## src/rtl/drts_pkg.sv

```systemverilog
// ----------------------------------------------------------------------------
// drts_pkg
// Shared types and constants for the record TTL scanner.
// ----------------------------------------------------------------------------
`default_nettype none
package drts_pkg;

	localparam int unsigned HEADER_BYTES = 12;
	localparam logic [15:0] TYPE_OPT = 16'd41;
	localparam logic [17:0] SEEN_MAX = 18'h3FFFF;

	// status codes
	localparam logic [1:0] ST_OK = 2'd0;
	localparam logic [1:0] ST_BAD = 2'd1;
	localparam logic [1:0] ST_NONE = 2'd2;
	localparam logic [1:0] ST_ZERO = 2'd3;

	// configuration register indexes
	localparam logic [0:0] REG_MODE = 1'b0;
	localparam logic [0:0] REG_TTL = 1'b1;

	// parser phases, one-hot
	typedef enum logic [11:0] {
		PH_HDR     = 12'b0000_0000_0001,
		PH_Q_LEN   = 12'b0000_0000_0010,
		PH_Q_LABEL = 12'b0000_0000_0100,
		PH_Q_PTR   = 12'b0000_0000_1000,
		PH_Q_FIX   = 12'b0000_0001_0000,
		PH_R_LEN   = 12'b0000_0010_0000,
		PH_R_LABEL = 12'b0000_0100_0000,
		PH_R_PTR   = 12'b0000_1000_0000,
		PH_R_FIX   = 12'b0001_0000_0000,
		PH_R_DATA  = 12'b0010_0000_0000,
		PH_TRAIL   = 12'b0100_0000_0000,
		PH_ERR     = 12'b1000_0000_0000
	} phase_t;

	// one classified beat between front and back
	typedef struct packed {
		logic        is_sum;
		logic [7:0]  byte_v;
		logic [1:0]  status;
		logic [31:0] min_ttl;
		logic [17:0] count;
	} beat_t;

endpackage
`default_nettype wire

```

## src/rtl/drts_front.sv

```systemverilog
// ----------------------------------------------------------------------------
// drts_front
// Byte parser: walks header, questions and records, rewrites TTL bytes in scan mode and
// pushes one beat per byte plus a summary beat after the last byte.
// ----------------------------------------------------------------------------
`default_nettype none
module drts_front (
	input  wire logic              clk,
	input  wire logic              arst_n,
	input  wire logic              in_valid,
	output      logic              in_ready,
	input  wire logic [7:0]        data_byte,
	input  wire logic              is_last_in,
	input  wire logic              scan_mode,
	input  wire logic [31:0]       replacement_ttl,
	output      logic              push,
	output      drts_pkg::beat_t   push_beat,
	input  wire logic [1:0]        space
);

	drts_pkg::phase_t phase_q, phase_d;
	logic [3:0]  idx_q, idx_d;
	logic [15:0] q_left_q, q_left_d, an_left_q, an_left_d;
	logic [15:0] au_left_q, au_left_d, ad_left_q, ad_left_d;
	logic [5:0]  lab_q, lab_d;
	logic [15:0] rd_q, rd_d, rtype_q, rtype_d;
	logic [31:0] shift_q, shift_d, least_q, least_d;
	logic [17:0] seen_q, seen_d;
	logic        err_q, err_d;
	logic        pend_q;         // summary still owed for last byte
	logic [1:0]  sum_st_q;
	logic [31:0] sum_min_q;
	logic [17:0] sum_cnt_q;
	logic [7:0]  ob;
	logic        take;
	logic [1:0]  st;

	// a byte (and possibly its summary) needs two free slots
	assign in_ready = !pend_q && (space == 2'd2);
	assign take = in_valid && in_ready;

	// next-state parse logic
	always_comb begin
		logic [15:0] an_t, au_t, ad_t;
		phase_d = phase_q; idx_d = idx_q; q_left_d = q_left_q; an_left_d = an_left_q;
		au_left_d = au_left_q; ad_left_d = ad_left_q; lab_d = lab_q; rd_d = rd_q;
		rtype_d = rtype_q; shift_d = shift_q; least_d = least_q; seen_d = seen_q;
		err_d = err_q; ob = data_byte;
		an_t = an_left_q; au_t = au_left_q; ad_t = ad_left_q;
		case (phase_q)
			drts_pkg::PH_HDR: begin
				if (idx_q == 4'd4 || idx_q == 4'd5) q_left_d = {q_left_q[7:0], data_byte};
				else if (idx_q == 4'd6 || idx_q == 4'd7) an_left_d = {an_left_q[7:0], data_byte};
				else if (idx_q == 4'd8 || idx_q == 4'd9)
					au_left_d = scan_mode ? {au_left_q[7:0], data_byte} : 16'd0;
				else if (idx_q == 4'd10 || idx_q == 4'd11)
					ad_left_d = scan_mode ? {ad_left_q[7:0], data_byte} : 16'd0;
				if (idx_q >= 4'(drts_pkg::HEADER_BYTES - 1)) begin
					idx_d = '0;
					if (q_left_q != 16'd0) phase_d = drts_pkg::PH_Q_LEN;
					else if (an_left_q != 0 || au_left_q != 0 || ad_left_d != 0)
						phase_d = drts_pkg::PH_R_LEN;
					else phase_d = drts_pkg::PH_TRAIL;
				end else idx_d = idx_q + 4'd1;
			end
			drts_pkg::PH_Q_LEN, drts_pkg::PH_R_LEN: begin
				if (data_byte[7:6] == 2'b11)
					phase_d = (phase_q == drts_pkg::PH_Q_LEN) ? drts_pkg::PH_Q_PTR : drts_pkg::PH_R_PTR;
				else if (data_byte[7:6] != 2'b00) begin
					err_d = 1'b1; phase_d = drts_pkg::PH_ERR;
				end else if (data_byte == 8'd0) begin
					idx_d = '0;
					phase_d = (phase_q == drts_pkg::PH_Q_LEN) ? drts_pkg::PH_Q_FIX : drts_pkg::PH_R_FIX;
				end else begin
					lab_d = data_byte[5:0];
					phase_d = (phase_q == drts_pkg::PH_Q_LEN) ? drts_pkg::PH_Q_LABEL : drts_pkg::PH_R_LABEL;
				end
			end
			drts_pkg::PH_Q_LABEL, drts_pkg::PH_R_LABEL: begin
				if (lab_q != 6'd0) lab_d = lab_q - 6'd1;
				if (lab_q <= 6'd1)
					phase_d = (phase_q == drts_pkg::PH_Q_LABEL) ? drts_pkg::PH_Q_LEN : drts_pkg::PH_R_LEN;
			end
			drts_pkg::PH_Q_PTR: begin idx_d = '0; phase_d = drts_pkg::PH_Q_FIX; end
			drts_pkg::PH_R_PTR: begin idx_d = '0; phase_d = drts_pkg::PH_R_FIX; end
			drts_pkg::PH_Q_FIX: begin
				if (idx_q >= 4'd3) begin
					idx_d = '0;
					q_left_d = (q_left_q != 0) ? q_left_q - 16'd1 : q_left_q;
					if (q_left_d != 16'd0) phase_d = drts_pkg::PH_Q_LEN;
					else if (an_left_q != 0 || au_left_q != 0 || ad_left_q != 0)
						phase_d = drts_pkg::PH_R_LEN;
					else phase_d = drts_pkg::PH_TRAIL;
				end else idx_d = idx_q + 4'd1;
			end
			drts_pkg::PH_R_FIX, drts_pkg::PH_R_DATA: begin
				logic done;
				done = 1'b0;
				if (phase_q == drts_pkg::PH_R_FIX) begin
					if (idx_q <= 4'd1) rtype_d = {rtype_q[7:0], data_byte};
					else if (idx_q >= 4'd4 && idx_q <= 4'd7) begin
						shift_d = {shift_q[23:0], data_byte};
						if (rtype_q != drts_pkg::TYPE_OPT) begin
							if (scan_mode) ob = replacement_ttl[8*(2'd3-idx_q[1:0]) +: 8];
							if (idx_q == 4'd7) begin
								if (seen_q < drts_pkg::SEEN_MAX) seen_d = seen_q + 18'd1;
								if (shift_d < least_q) least_d = shift_d;
							end
						end
					end else if (idx_q >= 4'd8) rd_d = {rd_q[7:0], data_byte};
					if (idx_q >= 4'd9) begin
						idx_d = '0;
						if (rd_d == 16'd0) done = 1'b1;
						else phase_d = drts_pkg::PH_R_DATA;
					end else idx_d = idx_q + 4'd1;
				end else begin
					if (rd_q != 0) rd_d = rd_q - 16'd1;
					if (rd_q <= 16'd1) done = 1'b1;
				end
				if (done) begin
					idx_d = '0;
					if (an_left_q != 0) an_t = an_left_q - 16'd1;
					else if (au_left_q != 0) au_t = au_left_q - 16'd1;
					else if (ad_left_q != 0) ad_t = ad_left_q - 16'd1;
					an_left_d = an_t; au_left_d = au_t; ad_left_d = ad_t;
					if (q_left_q != 0) phase_d = drts_pkg::PH_Q_LEN;
					else if (an_t != 0 || au_t != 0 || ad_t != 0) phase_d = drts_pkg::PH_R_LEN;
					else phase_d = drts_pkg::PH_TRAIL;
				end
			end
			drts_pkg::PH_TRAIL: ;
			default: phase_d = drts_pkg::PH_ERR;
		endcase
	end

	// summary status from the post-byte state
	always_comb begin
		if (err_d || phase_d != drts_pkg::PH_TRAIL) st = drts_pkg::ST_BAD;
		else if (scan_mode) st = drts_pkg::ST_OK;
		else if (seen_d == 18'd0) st = drts_pkg::ST_NONE;
		else if (least_d == 32'd0) st = drts_pkg::ST_ZERO;
		else st = drts_pkg::ST_OK;
	end

	// parse state registers
	always_ff @(posedge clk or negedge arst_n) begin
		if (!arst_n) begin
			phase_q <= drts_pkg::PH_HDR; idx_q <= '0; q_left_q <= '0; an_left_q <= '0;
			au_left_q <= '0; ad_left_q <= '0; lab_q <= '0; rd_q <= '0; rtype_q <= '0;
			shift_q <= '0; least_q <= '1; seen_q <= '0; err_q <= 1'b0; pend_q <= 1'b0;
		end else if (take && is_last_in) begin
			phase_q <= drts_pkg::PH_HDR; idx_q <= '0; q_left_q <= '0; an_left_q <= '0;
			au_left_q <= '0; ad_left_q <= '0; lab_q <= '0; rd_q <= '0; rtype_q <= '0;
			shift_q <= '0; least_q <= '1; seen_q <= '0; err_q <= 1'b0; pend_q <= 1'b1;
		end else begin
			if (take) begin
				phase_q <= phase_d; idx_q <= idx_d; q_left_q <= q_left_d;
				an_left_q <= an_left_d; au_left_q <= au_left_d; ad_left_q <= ad_left_d;
				lab_q <= lab_d; rd_q <= rd_d; rtype_q <= rtype_d; shift_q <= shift_d;
				least_q <= least_d; seen_q <= seen_d; err_q <= err_d;
			end
			pend_q <= 1'b0;
		end
	end

	// held summary payload
	always_ff @(posedge clk) begin
		if (take && is_last_in) begin
			sum_st_q <= st; sum_min_q <= least_d; sum_cnt_q <= seen_d;
		end
	end

	// push byte beat, then summary beat on the following cycle
	always_comb begin
		push = take || pend_q;
		push_beat = '0;
		if (pend_q) begin
			push_beat.is_sum = 1'b1; push_beat.status = sum_st_q;
			push_beat.min_ttl = sum_min_q; push_beat.count = sum_cnt_q;
		end else push_beat.byte_v = ob;
	end

endmodule
`default_nettype wire

```

## src/rtl/drts_fifo.sv

```systemverilog
// ----------------------------------------------------------------------------
// drts_fifo
// Four-entry beat queue parting the parser from the output side.
// ----------------------------------------------------------------------------
`default_nettype none
module drts_fifo (
	input  wire logic            clk,
	input  wire logic            arst_n,
	input  wire logic            push,
	input  wire drts_pkg::beat_t push_beat,
	output      logic [1:0]      space,
	output      logic            out_valid,
	input  wire logic            pop,
	output      drts_pkg::beat_t head
);

	drts_pkg::beat_t mem_q [4];
	logic [1:0] wp_q, rp_q;
	logic [2:0] cnt_q;

	assign out_valid = cnt_q != 3'd0;
	assign head = mem_q[rp_q];
	// free slots, saturated at two (counts pending summary slot)
	assign space = (cnt_q <= 3'd2) ? 2'd2 : ((cnt_q == 3'd3) ? 2'd1 : 2'd0);

	// storage
	always_ff @(posedge clk) begin
		if (push) mem_q[wp_q] <= push_beat;
	end

	// pointers
	always_ff @(posedge clk or negedge arst_n) begin
		if (!arst_n) begin
			wp_q <= '0; rp_q <= '0; cnt_q <= '0;
		end else begin
			if (push) wp_q <= wp_q + 2'd1;
			if (pop && out_valid) rp_q <= rp_q + 2'd1;
			cnt_q <= cnt_q + 3'(push) - 3'(pop && out_valid);
		end
	end

endmodule
`default_nettype wire

```

## src/rtl/dns_record_ttl_scanner.sv

```systemverilog
// a byte beat enters the beat queue in the cycle it is accepted, its summary beat
// in the next cycle; throughput: one byte per cycle while two queue slots are free
// and no summary beat is owed; the summary takes the single queue write port
// the four-entry beat queue lets input run while output stalls
// reset: arst_n clears parser, queue and registers (mode 0, ttl 0)
// ----------------------------------------------------------------------------
// dns_record_ttl_scanner
// Streams message bytes, rewrites or collects record TTLs, adds a summary.
// ----------------------------------------------------------------------------
`default_nettype none
module dns_record_ttl_scanner (
	input  wire logic        clk,
	input  wire logic        arst_n,
	input  wire logic        cfg_valid,
	output      logic        cfg_ready,
	input  wire logic [0:0]  cfg_index,
	input  wire logic [31:0] cfg_data,
	input  wire logic        in_valid,
	output      logic        in_ready,
	input  wire logic [7:0]  data_byte,
	input  wire logic        is_last_in,
	output      logic        out_valid,
	input  wire logic        out_ready,
	output      logic        item_kind,
	output      logic [7:0]  out_byte,
	output      logic [1:0]  status,
	output      logic [31:0] min_ttl,
	output      logic [17:0] ttl_count,
	output      logic        is_last_out
);

	logic            mode_q;
	logic [31:0]     rttl_q;
	logic            push;
	logic [1:0]      space;
	drts_pkg::beat_t push_beat, head;

	assign cfg_ready = 1'b1;

	// configuration registers
	always_ff @(posedge clk or negedge arst_n) begin
		if (!arst_n) begin
			mode_q <= 1'b0; rttl_q <= '0;
		end else if (cfg_valid) begin
			case (cfg_index)
				drts_pkg::REG_MODE: mode_q <= cfg_data[0];
				drts_pkg::REG_TTL: rttl_q <= cfg_data;
				default: ;
			endcase
		end
	end

	drts_front u_front (
		.clk(clk), .arst_n(arst_n), .in_valid(in_valid), .in_ready(in_ready),
		.data_byte(data_byte), .is_last_in(is_last_in), .scan_mode(mode_q),
		.replacement_ttl(rttl_q), .push(push), .push_beat(push_beat), .space(space)
	);

	drts_fifo u_fifo (
		.clk(clk), .arst_n(arst_n), .push(push), .push_beat(push_beat), .space(space),
		.out_valid(out_valid), .pop(out_ready), .head(head)
	);

	// output fields
	assign item_kind = head.is_sum;
	assign out_byte = head.byte_v;
	assign status = head.status;
	assign min_ttl = head.min_ttl;
	assign ttl_count = head.count;
	assign is_last_out = head.is_sum;

endmodule
`default_nettype wire

```

## config.mk

```make
export PLATFORM = sky130hd
export DESIGN_NAME = dns_record_ttl_scanner
export DESIGN_NICKNAME = d
export VERILOG_FILES = /design/src/rtl/drts_pkg.sv /design/src/rtl/drts_front.sv /design/src/rtl/drts_fifo.sv /design/src/rtl/dns_record_ttl_scanner.sv
export SDC_FILE = /design/constraint.sdc
export NUM_CORES = 1
export LEC_CHECK = 0
export BUFFER_PORTS_ARGS = -buffer_cell sky130_fd_sc_hd__clkbuf_2
export CELL_PAD_IN_SITES_DETAIL_PLACEMENT = 2
export CELL_PAD_IN_SITES_GLOBAL_PLACEMENT = 2
export CORE_ASPECT_RATIO = 0.6
export CORE_UTILIZATION = 40
export DETAILED_ROUTE_END_ITERATION = 10
export PLACE_DENSITY = 0.84
export SYNTH_ARGS = -nofsm -noshare
export SYNTH_HDL_FRONTEND = slang
export SYNTH_SLANG_ARGS = --single-unit
```

## constraint.sdc

```tcl
create_clock -name clk -period 8 [get_ports clk]
set_input_delay 0.8 -clock clk [delete_from_list [all_inputs] [get_ports clk]]
set_output_delay 0.8 -clock clk [all_outputs]
set_load 0.1 [all_outputs]
```

Word-level counts from Yosys, hierarchy flattened
Memories as Yosys holds them, arrays and structs flattened.
Cells that the tools add are included.
- bits in registers: 286
- RAM bits: 244
- bits of input ports: 47
- output and inout bits: 65
- logic and storage cells: 298
- memories: 1
- memory list (name ; depth ; bits a word ; rd ports ; clocked after memory_dff ; write ports ; line ; source):
    u_fifo.mem_q ; 4 ; 61 ; 1 ; 0 ; 1 ; drts_fifo.sv:17 ; drts_pkg::beat_t mem_q [4];
- add/sub/neg operators: 13
- order comparisons: 12
- equality and inequality tests: 38
- shift-type cells: 1
- multiplexer cells: 149
- bitwise gates (word level): 1
- reductions and logical operators: 60
- operator list (operator ; number):
    16-bit 2-to-1 mux ; 53
    32-bit 2-to-1 mux ; 9
    12-bit 2-to-1 mux ; 15
    18-bit 2-to-1 mux ; 9
    16-bit nonzero test ; 10
    24-bit 2-to-1 mux ; 6
    16-bit one-hot mux with 2 select lines ; 4
    12-bit one-hot mux with 8 select lines ; 1
    16-bit by 1-bit subtractor with 16-bit output, second input constant ; 5
    8-bit 2-to-1 mux ; 8
    52-bit 2-to-1 mux ; 1
    6-bit 2-to-1 mux ; 7
    4-bit 2-to-1 mux ; 10
    11-bit 2-to-1 mux ; 3
    32-bit by 33-bit indexed part select with 8-bit output ; 1
    32-bit zero test ; 1
    32-bit less-than comparator ; 1
    3-bit by 1-bit != test with 1-bit output, second input constant ; 7
    4-bit one-hot mux with 5 select lines ; 1
    18-bit by 1-bit adder with 18-bit output, second input constant ; 1
    18-bit zero test ; 1
    18-bit less-than comparator, second input constant ; 1
    6-bit AND reduction ; 3
    4-bit by 3-bit == test with 1-bit output, second input constant ; 4
    52 further kinds ; 112

Depth between registers and ports, before layout
Gate-level depths: netlist of the first run.
- depth after elaboration: 23
- depth in mapped cells: 14
- mapped depth without buffers: 12

By module
From an unflattened synthesis of the first run, not the netlist that was laid out.
- cell total of the unflattened synthesis: 2281
- area, all modules: 26789.4 µm²
- by module, submodules not included (module ; instances ; cells each ; area each (µm²) ; seq. area each (µm²)):
    drts_front ; 1 ; 1849 ; 16084.2 ; 6457.4
    drts_fifo ; 1 ; 358 ; 9298.9 ; 7502.2
    dns_record_ttl_scanner ; 1 ; 74 ; 1406.3 ; 825.8

Worst setup path before layout of the first run
Ideal clock, no wire load.
- kind: register to register
- start: register u_fifo.cnt_q[1]
- end: memory u_fifo.mem_q[0][0] in the netlist's numbering, enable pin
- library setup time: 0.488 ns
- arrival: 5.571 ns
- required time: 7.512 ns
- setup slack: 1.941 ns
- stages on the path, launching flop included: 10
- path buffers: 2
- period minus slack after synthesis: 6.059 ns
- cells stage by stage: dfrtp_1 > inv_1 > ha_1 > a21oi_1 > nor2_1 > and2_1 > clkbuf_1 > clkbuf_1 > nor2_1 > nor2b_1
- longest elaborated chain between the ends: 9
- elaborated cells between the ends (all ways): 10
- those cells by class: 1 x order compare; 2 x eq/ne; 4 x mux; 3 x reduce/logical
- ends and longest elaborated chain (item ; line ; source):
    start, declared ; drts_fifo.sv:19 ; logic [2:0] cnt_q;
    start signal, assigned ; drts_fifo.sv:38 ; cnt_q <= cnt_q + 3'(push) - 3'(pop && out_valid);
    branches (longest 2 deep; another with 3-bit by 2-bit <= comparator with 1-bit output) ; -- ;
    2-bit 2-to-1 mux * ; drts_fifo.sv:24 ; assign space = (cnt_q <= 3'd2) ? 2'd2 : ((cnt_q == 3'd3) ? 2'd1 : 2'd0);
    2-bit == test * ; drts_front.sv:39 ; assign in_ready = !pend_q && (space == 2'd2);
    1-bit logical AND * ; drts_front.sv:39 ;
    named net in_ready ; dns_record_ttl_scanner.sv:19 ; output logic in_ready,
    1-bit logical AND * ; drts_front.sv:40 ; assign take = in_valid && in_ready;
    1-bit logical OR * ; drts_front.sv:175 ; push = take || pend_q;
    1-bit 2-to-1 mux * ; drts_fifo.sv:28 ; if (push) mem_q[wp_q] <= push_beat;
    1-bit 2-to-1 mux (not written as such) * ; drts_fifo.sv:28 ;
    end, declared ; drts_fifo.sv:17 ;
Mark *: on every way through the listed nets, which the timed path passes.

Worst setup path in the final report of the first run
- start: register u_front.phase_q[2]
- end: register u_front.an_left_q[12]
- longest elaborated chain between the ends: 5
- elaborated cells between the ends (all ways): 14
- those cells by class: 6 x eq/ne; 5 x mux; 3 x reduce/logical
- ends and longest elaborated chain (item ; line ; source):
    start, declared ; drts_front.sv:21 ; drts_pkg::phase_t phase_q, phase_d;
    start signal, assigned ; drts_front.sv:157 ; phase_q <= phase_d; idx_q <= idx_d; q_left_q <= q_left_d;
    12-bit by 9-bit == test with 1-bit output or 12-bit by 10-bit == test with 1-bit output (tied branches) ; drts_front.sv:50, drts_front.sv:99 ;
    1-bit 2-to-1 mux or 2-bit OR reduction (tied branches) ; drts_front.sv:99, drts_front.sv:50 ;
    1-bit 2-to-1 mux or 16-bit one-hot mux with 2 select lines (tied branches) ; drts_front.sv:50 ; case (phase_q)
    3-bit by 1-bit != test with 1-bit output (no line) or 16-bit 2-to-1 mux (tied branches) ; -- ;
    5-bit AND reduction (no line) or 16-bit 2-to-1 mux (tied branches) ; -- ;
    end signal, assigned ; drts_front.sv:158 ; an_left_q <= an_left_d; au_left_q <= au_left_d; ad_left_q <= ad_left_d;
    end, declared ; drts_front.sv:23 ; logic [15:0] q_left_q, q_left_d, an_left_q, an_left_d;
Several ways; a longest one is shown, not always the timed one. The select of a mux whose other input is x is not followed.
A chain may end at the register's enable or synchronous reset.

==> run_results.csv, run 1 <==
group,metric,value,unit
logic_synthesis,dominantRegCellSynth,"edfxtp_1",
placement,place_congestion,0.933,
sta,final-hold-violation-count,0,
grt,grt.overflow.total,0,
logic_synthesis,synthesis.yosys.warnings,0,
detailed_routing,wl_per_cell,32.7,µm
sta,timing_max_transition_violations_final,0,
power_and_ir_drop,pleak,0.0112,µW
clock_tree,htree_levels,2,
detailed_routing,viasPerCell,6.57,
logic_synthesis,netlist-cell-type-count,85,
cells_and_area,multiInputGateArea,10800,µm²
grt,grt_pass1_wl,160000,µm
sta,finalSetupViolations,0,
die,core_area,64900,µm²
critical_path,required,8.50,ns
critical_path,cp_max_fo,32,
critical_path,startpoint_type,"flip-flop",
logic_synthesis,leading_post_synthesis_cells_by_cell_area,"edfxtp_1, dfrtp_1, mux4_2",
detailed_routing,drt.antenna.violating_nets,0,
power_and_ir_drop,design_power_total,11900,µW
cells_and_area,synthToLayoutAreaGrowth,11.6,%
logic_synthesis,combinational_family_with_the_most_area_after_synthesis,"simple AND/OR/NAND/NOR gates",
die,placement_rows,72,
die,dieWidth,334,µm
clock_tree,cts_root_buf,"clkbuf_16",
outcome,status,"finished, final reports clean",
sta,finalClockSkew,0.0323,ns
die,boundaryPins,112,
placement,detailed_place.area,27700,µm²
grt,grt_util_all_layers,31.9,%
logic_synthesis,post_synth_instance_area,26400,µm²
grt,first_global_vias,23100,
min_path,hold_class,"in2async",
detailed_routing,route.vias.total,21400,
clock_tree,clock-sinks,530,
clock_tree,clk_pin_slew_worst_paths,0.07,ns
critical_path,reg2reg_setup_slack,2.86,ns
cells_and_area,fillerInstances,6467,
die,die_area,67000,µm²
grt,grt_start_max_net_pins,150,
sta,slew_worst_pin,1.41,ns
clock_tree,cts_tree,"yes",
placement,quantity_of_i_o_buffers_inserted_on_ports,110,
logic_synthesis,synth-adder-area-share,2.77,%
sta,setup_total_negative_slack,0,ns
detailed_routing,drt-pass1-iter-count,5,
power_and_ir_drop,max-vdd-ir-drop,334,µV
critical_path,endpoint_of_the_worst_setup_timing_path,"u_front.an_left_q[12]",
logic_synthesis,fraction_of_synthesized_cell_area_taken_by_the_top_area_cell_type,33.7,%
grt,number_of_antenna_violations_at_the_first_check_in_global_routing,1,
logic_synthesis,synth_sequential_area_ratio,56.0,%
critical_path,crit_path_end_kind,"flip-flop",
logic_synthesis,synth-simple-area-share,14.5,%
clock_tree,cts_hold_buf,0,
critical_path,crit_start,"u_front.phase_q[2]",
cells_and_area,drive_gt1_share,17.7,%
cells_and_area,fin_area,29400,µm²
detailed_routing,wl,106000,µm
clock_tree,cts-buffers-inserted,51,
logic_synthesis,mappedNetlistNets,2421,
run,maxCapViolCount,0,
logic_synthesis,post_synth_mux_area_share,9.46,%
logic_synthesis,ys_async_sr_fraction,44.2,%
detailed_routing,drt_iter0_drcs,2397,
logic_synthesis,postSynthAreaPerCell,11.4,µm²
cells_and_area,most_frequent_standard_cell_in_the_layout_excluding_fill_and_tap_cells,"edfxtp_1",
die,floorplan.initialDensity,40.7,%
clock_tree,cts_resized,0,
logic_synthesis,edff_count_synth,296,
placement,dp_hpwl,70100,µm
clock_tree,setup_fix_buffers_added_after_clock_tree_synthesis,0,
sta,timing.max_slew.rel_slack,5.64,%
sta,min_period_over_period,64.2,%
logic_synthesis,synthCells,2317,
cells_and_area,final_nets,2463,
clock_tree,maximum_clock_insertion_buffer_count,3,
clock_tree,clock_latency,0.65,ns
sta,rsz0062_at_grt,"false",
logic_synthesis,synth-seq-cells,530,
power_and_ir_drop,powerDensity,403,nW/µm²
detailed_routing,drc,0,
critical_path,worst-endpoint-arrival,5.63,ns
critical_path,worstReg2RegEnd,"u_front.an_left_q[12]",
sta,fmax,0.195,GHz
cells_and_area,register_area,14800,µm²
sta,min_period,5.14,ns
logic_synthesis,synth_largest_area_cell,"edfxtp_1",
cells_and_area,mostFrequentLayoutCells,"edfxtp_1, dfrtp_1, o21ai_0",
critical_path,critical_path_class,"reg2reg",
logic_synthesis,synth_compound_gate_area_share,12.7,%
critical_path,worst_r2r_path_depth,10,
critical_path,critical_path.reg2reg.startpoint,"u_front.phase_q[2]",
die,chipHeight,201,µm
logic_synthesis,yosys.area_share.xor_xnor,1.12,%
[logic make-up (layout without fill, tap and decap cells)]
group                      Yosys count  count (layout)
AOI/OAI and AO/OA                  545             545
xor gates and xnor gates            33              33
adders and majority gates           58              58
buffers and inverters              233             318
DFF                                530             530
muxes                              155             155
other                                1               2
and+or+nand+nor                    762             762
[how the worst min path moves through the flow]
stage | startpoint | to | slack, ns
global route | arst_n | u_front.rd_q[9] | 0.21
CTS | arst_n | u_front.ad_left_q[10] | 0.20
detailed placement | u_front.rtype_q[15] | u_front.rtype_q[15] | 0.48
global placement | u_front.rtype_q[15] | u_front.rtype_q[15] | 0.46
finish | arst_n | u_front.ad_left_q[8] | 0.19
floorplan | u_front.rtype_q[15] | u_front.rtype_q[15] | 0.44
[report_power, final]
| part | internal, µW | switching [µW] |
|---|---|---|
| sequential | 3510 | 643 |
| clock | 1400 | 1210 |
| combinational | 1250 | 3840 |
[flip-flops by register name (all words and copies together), names as in the netlist]
register and cells:
u_front.lab_q 6, u_fifo.cnt_q 3, u_front.au_left_q 16, u_front.sum_min_q 32, u_front.err_q 1, u_front.ad_left_q 16
u_front.least_q 32, u_front.seen_q 18, mode_q 1, u_front.idx_q 4, u_front.phase_q 12, u_fifo.wp_q 2
u_front.rtype_q 16, u_front.shift_q 24, rttl_q 32, u_front.pend_q 1, u_front.sum_cnt_q 18, u_front.q_left_q 16
u_front.sum_st_q 2, u_front.rd_q 16, u_fifo.mem_q 244, u_fifo.rp_q 2, u_front.an_left_q 16
[worst max-delay path, stage by stage (launching register included)]
cell	delay, ns
dfrtp_1	0.50
nor3_1	0.53
nand4_1	0.43
or2_2	0.72
a21oi_1	0.42
a22oi_1	0.16
o21ai_1	1.05
o21bai_1	0.26
buf_4	0.31
nand2b_1	0.40
o21ai_0	0.17
[synthesized netlist by cell type, types with 8 or more instances]
cell type,count
a22o_1,27
nand4_1,27
o22ai_1,10
clkbuf_1,130
ha_1,56
and2_1,60
or4_1,11
a31oi_1,25
a21o_1,11
dfstp_2,33
nand3_1,54
nor3_1,91
mux2_2,66
o21ai_0,196
a22oi_1,9
xnor2_1,20
mux2i_1,20
edfxtp_1,296
o31ai_1,26
nand3b_1,8
dfrtp_1,201
or3_1,20
nor2_1,178
a21oi_1,134
nand2b_1,13
nor2b_1,10
xor2_1,12
inv_1,85
mux4_2,69
and3_1,13
buf_1,12
nor4_1,43
a211oi_1,14
nand2_1,187
o211ai_1,14
[cell type report]
type	count	share of cell area (%)
diodes	1	0.00850
clock buffers	65	4.72
clock inverters	31	1.11
inverters	85	1.08
multi-input cells	1554	36.6
flip-flops and latches	530	50.2
well taps	851	3.62
repair buffers	137	2.63
[layer usage]
layer  up-vias  wire length [µm]  share of wire (%)  track usage [%]
met5         -                 0                  0                0
met4         0              5020                4.7             14.7
met3       256              8060                7.6             5.82
met2      1056             49700                 47             51.1
met1     11300             43500                 41             42.1
li1       8759                 -                  -                -
[per-stage QoR]
step | hold WS, ns | setup slack [ns] | std cells | utilization, %
6_report | 0.188 | 2.86 | 3254 | 45.4
5_1_grt | 0.209 | 2.70 | 3254 | 45.4
2_1_floorplan | 0.441 | 1.94 | 2317 | -
4_1_cts | 0.202 | 3.05 | 3253 | 45.4
3_3_place_gp | 0.458 | 3.38 | 3157 | 42.7
3_5_place_dp | 0.479 | 3.14 | 3157 | 42.7
Power figures use the tool's default switching activity.
==> run 2: changes to the inputs <==
--- a/config.mk
+++ b/config.mk
@@ -5,13 +5,14 @@
 export SDC_FILE = /design/constraint.sdc
 export NUM_CORES = 1
 export LEC_CHECK = 0
+export ABC_AREA = 1
 export BUFFER_PORTS_ARGS = -buffer_cell sky130_fd_sc_hd__clkbuf_2
 export CELL_PAD_IN_SITES_DETAIL_PLACEMENT = 2
 export CELL_PAD_IN_SITES_GLOBAL_PLACEMENT = 2
 export CORE_ASPECT_RATIO = 0.6
-export CORE_UTILIZATION = 40
+export CORE_UTILIZATION = 39
 export DETAILED_ROUTE_END_ITERATION = 10
-export PLACE_DENSITY = 0.84
+export PLACE_DENSITY = 0.88
 export SYNTH_ARGS = -nofsm -noshare
 export SYNTH_HDL_FRONTEND = slang
 export SYNTH_SLANG_ARGS = --single-unit
==> constraint.sdc (replaced) <==
create_clock -name clk -period 4.9 [get_ports clk]
set_input_delay 0.49 -clock clk [delete_from_list [all_inputs] [get_ports clk]]
set_output_delay 0.49 -clock clk [all_outputs]
set_load 0.1 [all_outputs]
==> run_results.csv, run 2 <==
group,metric,value,unit
outcome,status,"finished, final reports clean",
clock_tree,cts-buffers-inserted,53,
critical_path,critical_path_class,"reg2reg",
logic_synthesis,synth_largest_area_cell,"edfxtp_1",
power_and_ir_drop,sw_frac_of_total,53.0,%
grt,grt.overflow.total,0,
logic_synthesis,mappedNetlistNets,3258,
die,die_area,71500,µm²
cells_and_area,mostFrequentLayoutCells,"nand2_1, inv_1, nor2_1",
cells_and_area,drive_gt1_share,10.7,%
logic_synthesis,synth.cells.most_frequent,"nand2_1, inv_1, nor2_1, o21ai_0, edfxtp_1",
die,core_area,68800,µm²
placement,dp_hpwl,81000,µm
die,placement_rows,74,
power_and_ir_drop,pleak,0.0133,µW
critical_path,startpoint_type,"flip-flop",
sta,timing_max_transition_violations_final,0,
placement,place_congestion,0.923,
grt,grt_pass1_wl,185000,µm
clock_tree,cts_tree,"yes",
power_and_ir_drop,p_int,11100,µW
cells_and_area,most_frequent_standard_cell_in_the_layout_excluding_fill_and_tap_cells,"nand2_1",
sta,final-hold-violation-count,0,
logic_synthesis,ys_async_sr_fraction,44.2,%
detailed_routing,wl_per_cell,29.7,µm
clock_tree,cts_root_buf,"clkbuf_16",
sta,min_period,4.62,ns
detailed_routing,drt.antenna.violating_nets,0,
clock_tree,clk_pin_slew_worst_paths,0.08,ns
placement,count_of_placed_standard_cells_including_taps,4082,
cells_and_area,insertedDiodeCount,0,
grt,first_global_vias,28100,
cells_and_area,fillerInstances,7382,
detailed_routing,drt-pass1-iter-count,7,
min_path,worstHoldPathCells,2,
sta,timing.max_slew.rel_slack,9.62,%
detailed_routing,route.vias.total,25600,
die,boundaryPins,112,
die,dieWidth,345,µm
logic_synthesis,postSynthAreaPerCell,8.70,µm²
cells_and_area,largest_register_ff_count,244,
logic_synthesis,synth_sequential_area_ratio,53.9,%
critical_path,worst-endpoint-arrival,5.11,ns
sta,min_period_over_period,94.3,%
grt,grt_start_max_net_pins,124,
die,floorplan.initialDensity,39.9,%
grt,grt_util_all_layers,34.4,%
power_and_ir_drop,p_sw,12400,µW
power_and_ir_drop,max-vdd-ir-drop,528,µV
critical_path,worst_r2r_path_depth,16,
power_and_ir_drop,comb_power_share,49.7,%
sta,finalClockSkew,0.0532,ns
logic_synthesis,edff_count_synth,296,
logic_synthesis,post_synth_instance_area,27500,µm²
run,maxCapViolCount,0,
die,chipHeight,208,µm
detailed_routing,drc,0,
critical_path,cp_max_fo,36,
cells_and_area,top_register,"u_fifo.mem_q",
detailed_routing,viasPerCell,6.12,
logic_synthesis,synthesis.yosys.warnings,0,
logic_synthesis,fraction_of_synthesized_cell_area_taken_by_the_top_area_cell_type,32.4,%
cells_and_area,synthToLayoutAreaGrowth,12.3,%
logic_synthesis,synth-seq-cells,530,
sta,rsz0062_at_grt,"false",
grt,number_of_antenna_violations_at_the_first_check_in_global_routing,1,
power_and_ir_drop,seq_power_share,30.9,%
cells_and_area,final_nets,3330,
placement,quantity_of_i_o_buffers_inserted_on_ports,110,
sta,slew_worst_pin,1.35,ns
sta,fmax,0.216,GHz
cells_and_area,stdcell_count,4182,
min_path,hold_class,"in2reg",
logic_synthesis,dominantRegCellSynth,"edfxtp_1",
logic_synthesis,synth_most_common_cell,"nand2_1",
critical_path,crit_path_end_kind,"flip-flop",
critical_path,required,5.39,ns
detailed_routing,drt_iter0_drcs,2663,
logic_synthesis,leading_post_synthesis_cells_by_cell_area,"edfxtp_1, dfrtp_1, nand2_1",
clock_tree,htree_levels,2,
cells_and_area,fin_area,30800,µm²
power_and_ir_drop,powerDensity,762,nW/µm²
detailed_routing,wl,124000,µm
logic_synthesis,netlist-cell-type-count,58,
power_and_ir_drop,clockPowerShare,19.4,%
sta,finalSetupViolations,0,
placement,detailed_place.area,29000,µm²
clock_tree,clock-sinks,530,
clock_tree,clock_latency,0.66,ns
logic_synthesis,synthCells,3154,
clock_tree,maximum_clock_insertion_buffer_count,3,
==> run 2: layer usage <==
layer / part of all wire [%] / vias up / track usage [%]
li1: - / 10800 / -
met1: 40 / 13100 / 44.0
met2: 47 / 1308 / 55.6
met3: 7.0 / 408 / 5.84
met4: 5.9 / 0 / 18.5
met5: 0 / - / 0
==> run 2: through the flow <==
stage	power, µW	util (%)	setup WS (ns)	TNS (ns)	hold slack, ns
after floorplan	14800	-	-0.921	-257.78	0.194
after global placement	17300	42.1	0.868	0	0.481
after detailed placement	18300	42.1	0.219	0	0.498
after CTS	23300	44.8	0.265	0	0.0568
after global routing	24300	44.8	0.129	0	0.0907
final	23500	44.8	0.281	0	0.0861
==> run 2: repair_timing <==
item                                    CTS  global route
endpoints found under the setup margin    2             2
hold buffers                              1             0
gates resized for setup                   1             2
setup buffers                             0             0
endpoints found under the hold margin    29             0
==> run 2: path summary, 6_finish.rpt <==
check	slack [ns]	startpoint	to
min in group asynchronous	0.45	arst_n	u_front.rd_q[4]
worst max-delay path	0.28	u_front.idx_q[1]	u_front.sum_st_q[1]
max in group asynchronous	3.31	arst_n	u_front.least_q[18]
worst min register to register	0.52	u_front.phase_q[0]	u_front.phase_q[0]
worst min-delay path	0.09	cfg_data[28]	rttl_q[28]
worst max register to register	0.28	u_front.idx_q[1]	u_front.sum_st_q[1]
==> run 2: power by group through the flow <==
stage / logic [µW] / clock network [µW] / registers, µW
after floorplan: 8120 / 0 / 6700
after global placement: 10200 / 0 / 7020
after detailed placement: 11100 / 0 / 7200
after CTS: 11500 / 4590 / 7200
after global routing: 12300 / 4710 / 7330
final: 11700 / 4550 / 7270
==> run 2: kinds of logic (layout without fill, tap and decap cells) <==
| family | count (synthesis) | after routing | synth area share (%) |
|---|---|---|---|
| XOR/XNOR | 44 | 44 | 1.40 |
| AND/OR/NAND/NOR | 1292 | 1292 | 19.6 |
| buffers and inverters | 566 | 682 | 8.02 |
| other | 1 | 1 | 0.0137 |
| multiplexers | 33 | 33 | 1.35 |
| AO/OA/AOI/OAI | 631 | 631 | 13.1 |
| flip-flops | 530 | 530 | 53.9 |
| adder cells (fa/ha/maj) | 57 | 57 | 2.63 |
==> run 2: final cells by class <==
class                           count  area, µm²  share of cell area [%]
Clock inverter                     26        324                    1.05
Sequential cell                   530      14800                    48.0
Multi-Input combinational cell   2058      10500                    34.1
Timing Repair Buffer              147        916                    2.97
Clock buffer                       73       1480                    4.81
Inverter                          436       1640                    5.33
Tap cell                          912       1140                    3.70
==> run 2: worst max-delay path, cell delays in order (launching register included) <==
cell        delay [ns]
dfrtp_1           0.49
clkinvlp_4        0.40
ha_1              0.36
nor2_1            0.49
nor2_1            0.21
nor3_2            0.25
nand2_1           0.10
nor2_2            0.14
buf_4             0.39
nand2_4           0.39
o21ai_1           0.34
nand2_1           0.08
nor2_1            0.12
nand2_1           0.15
nor2_2            0.20
nand2_1           0.09
a21oi_2           0.20
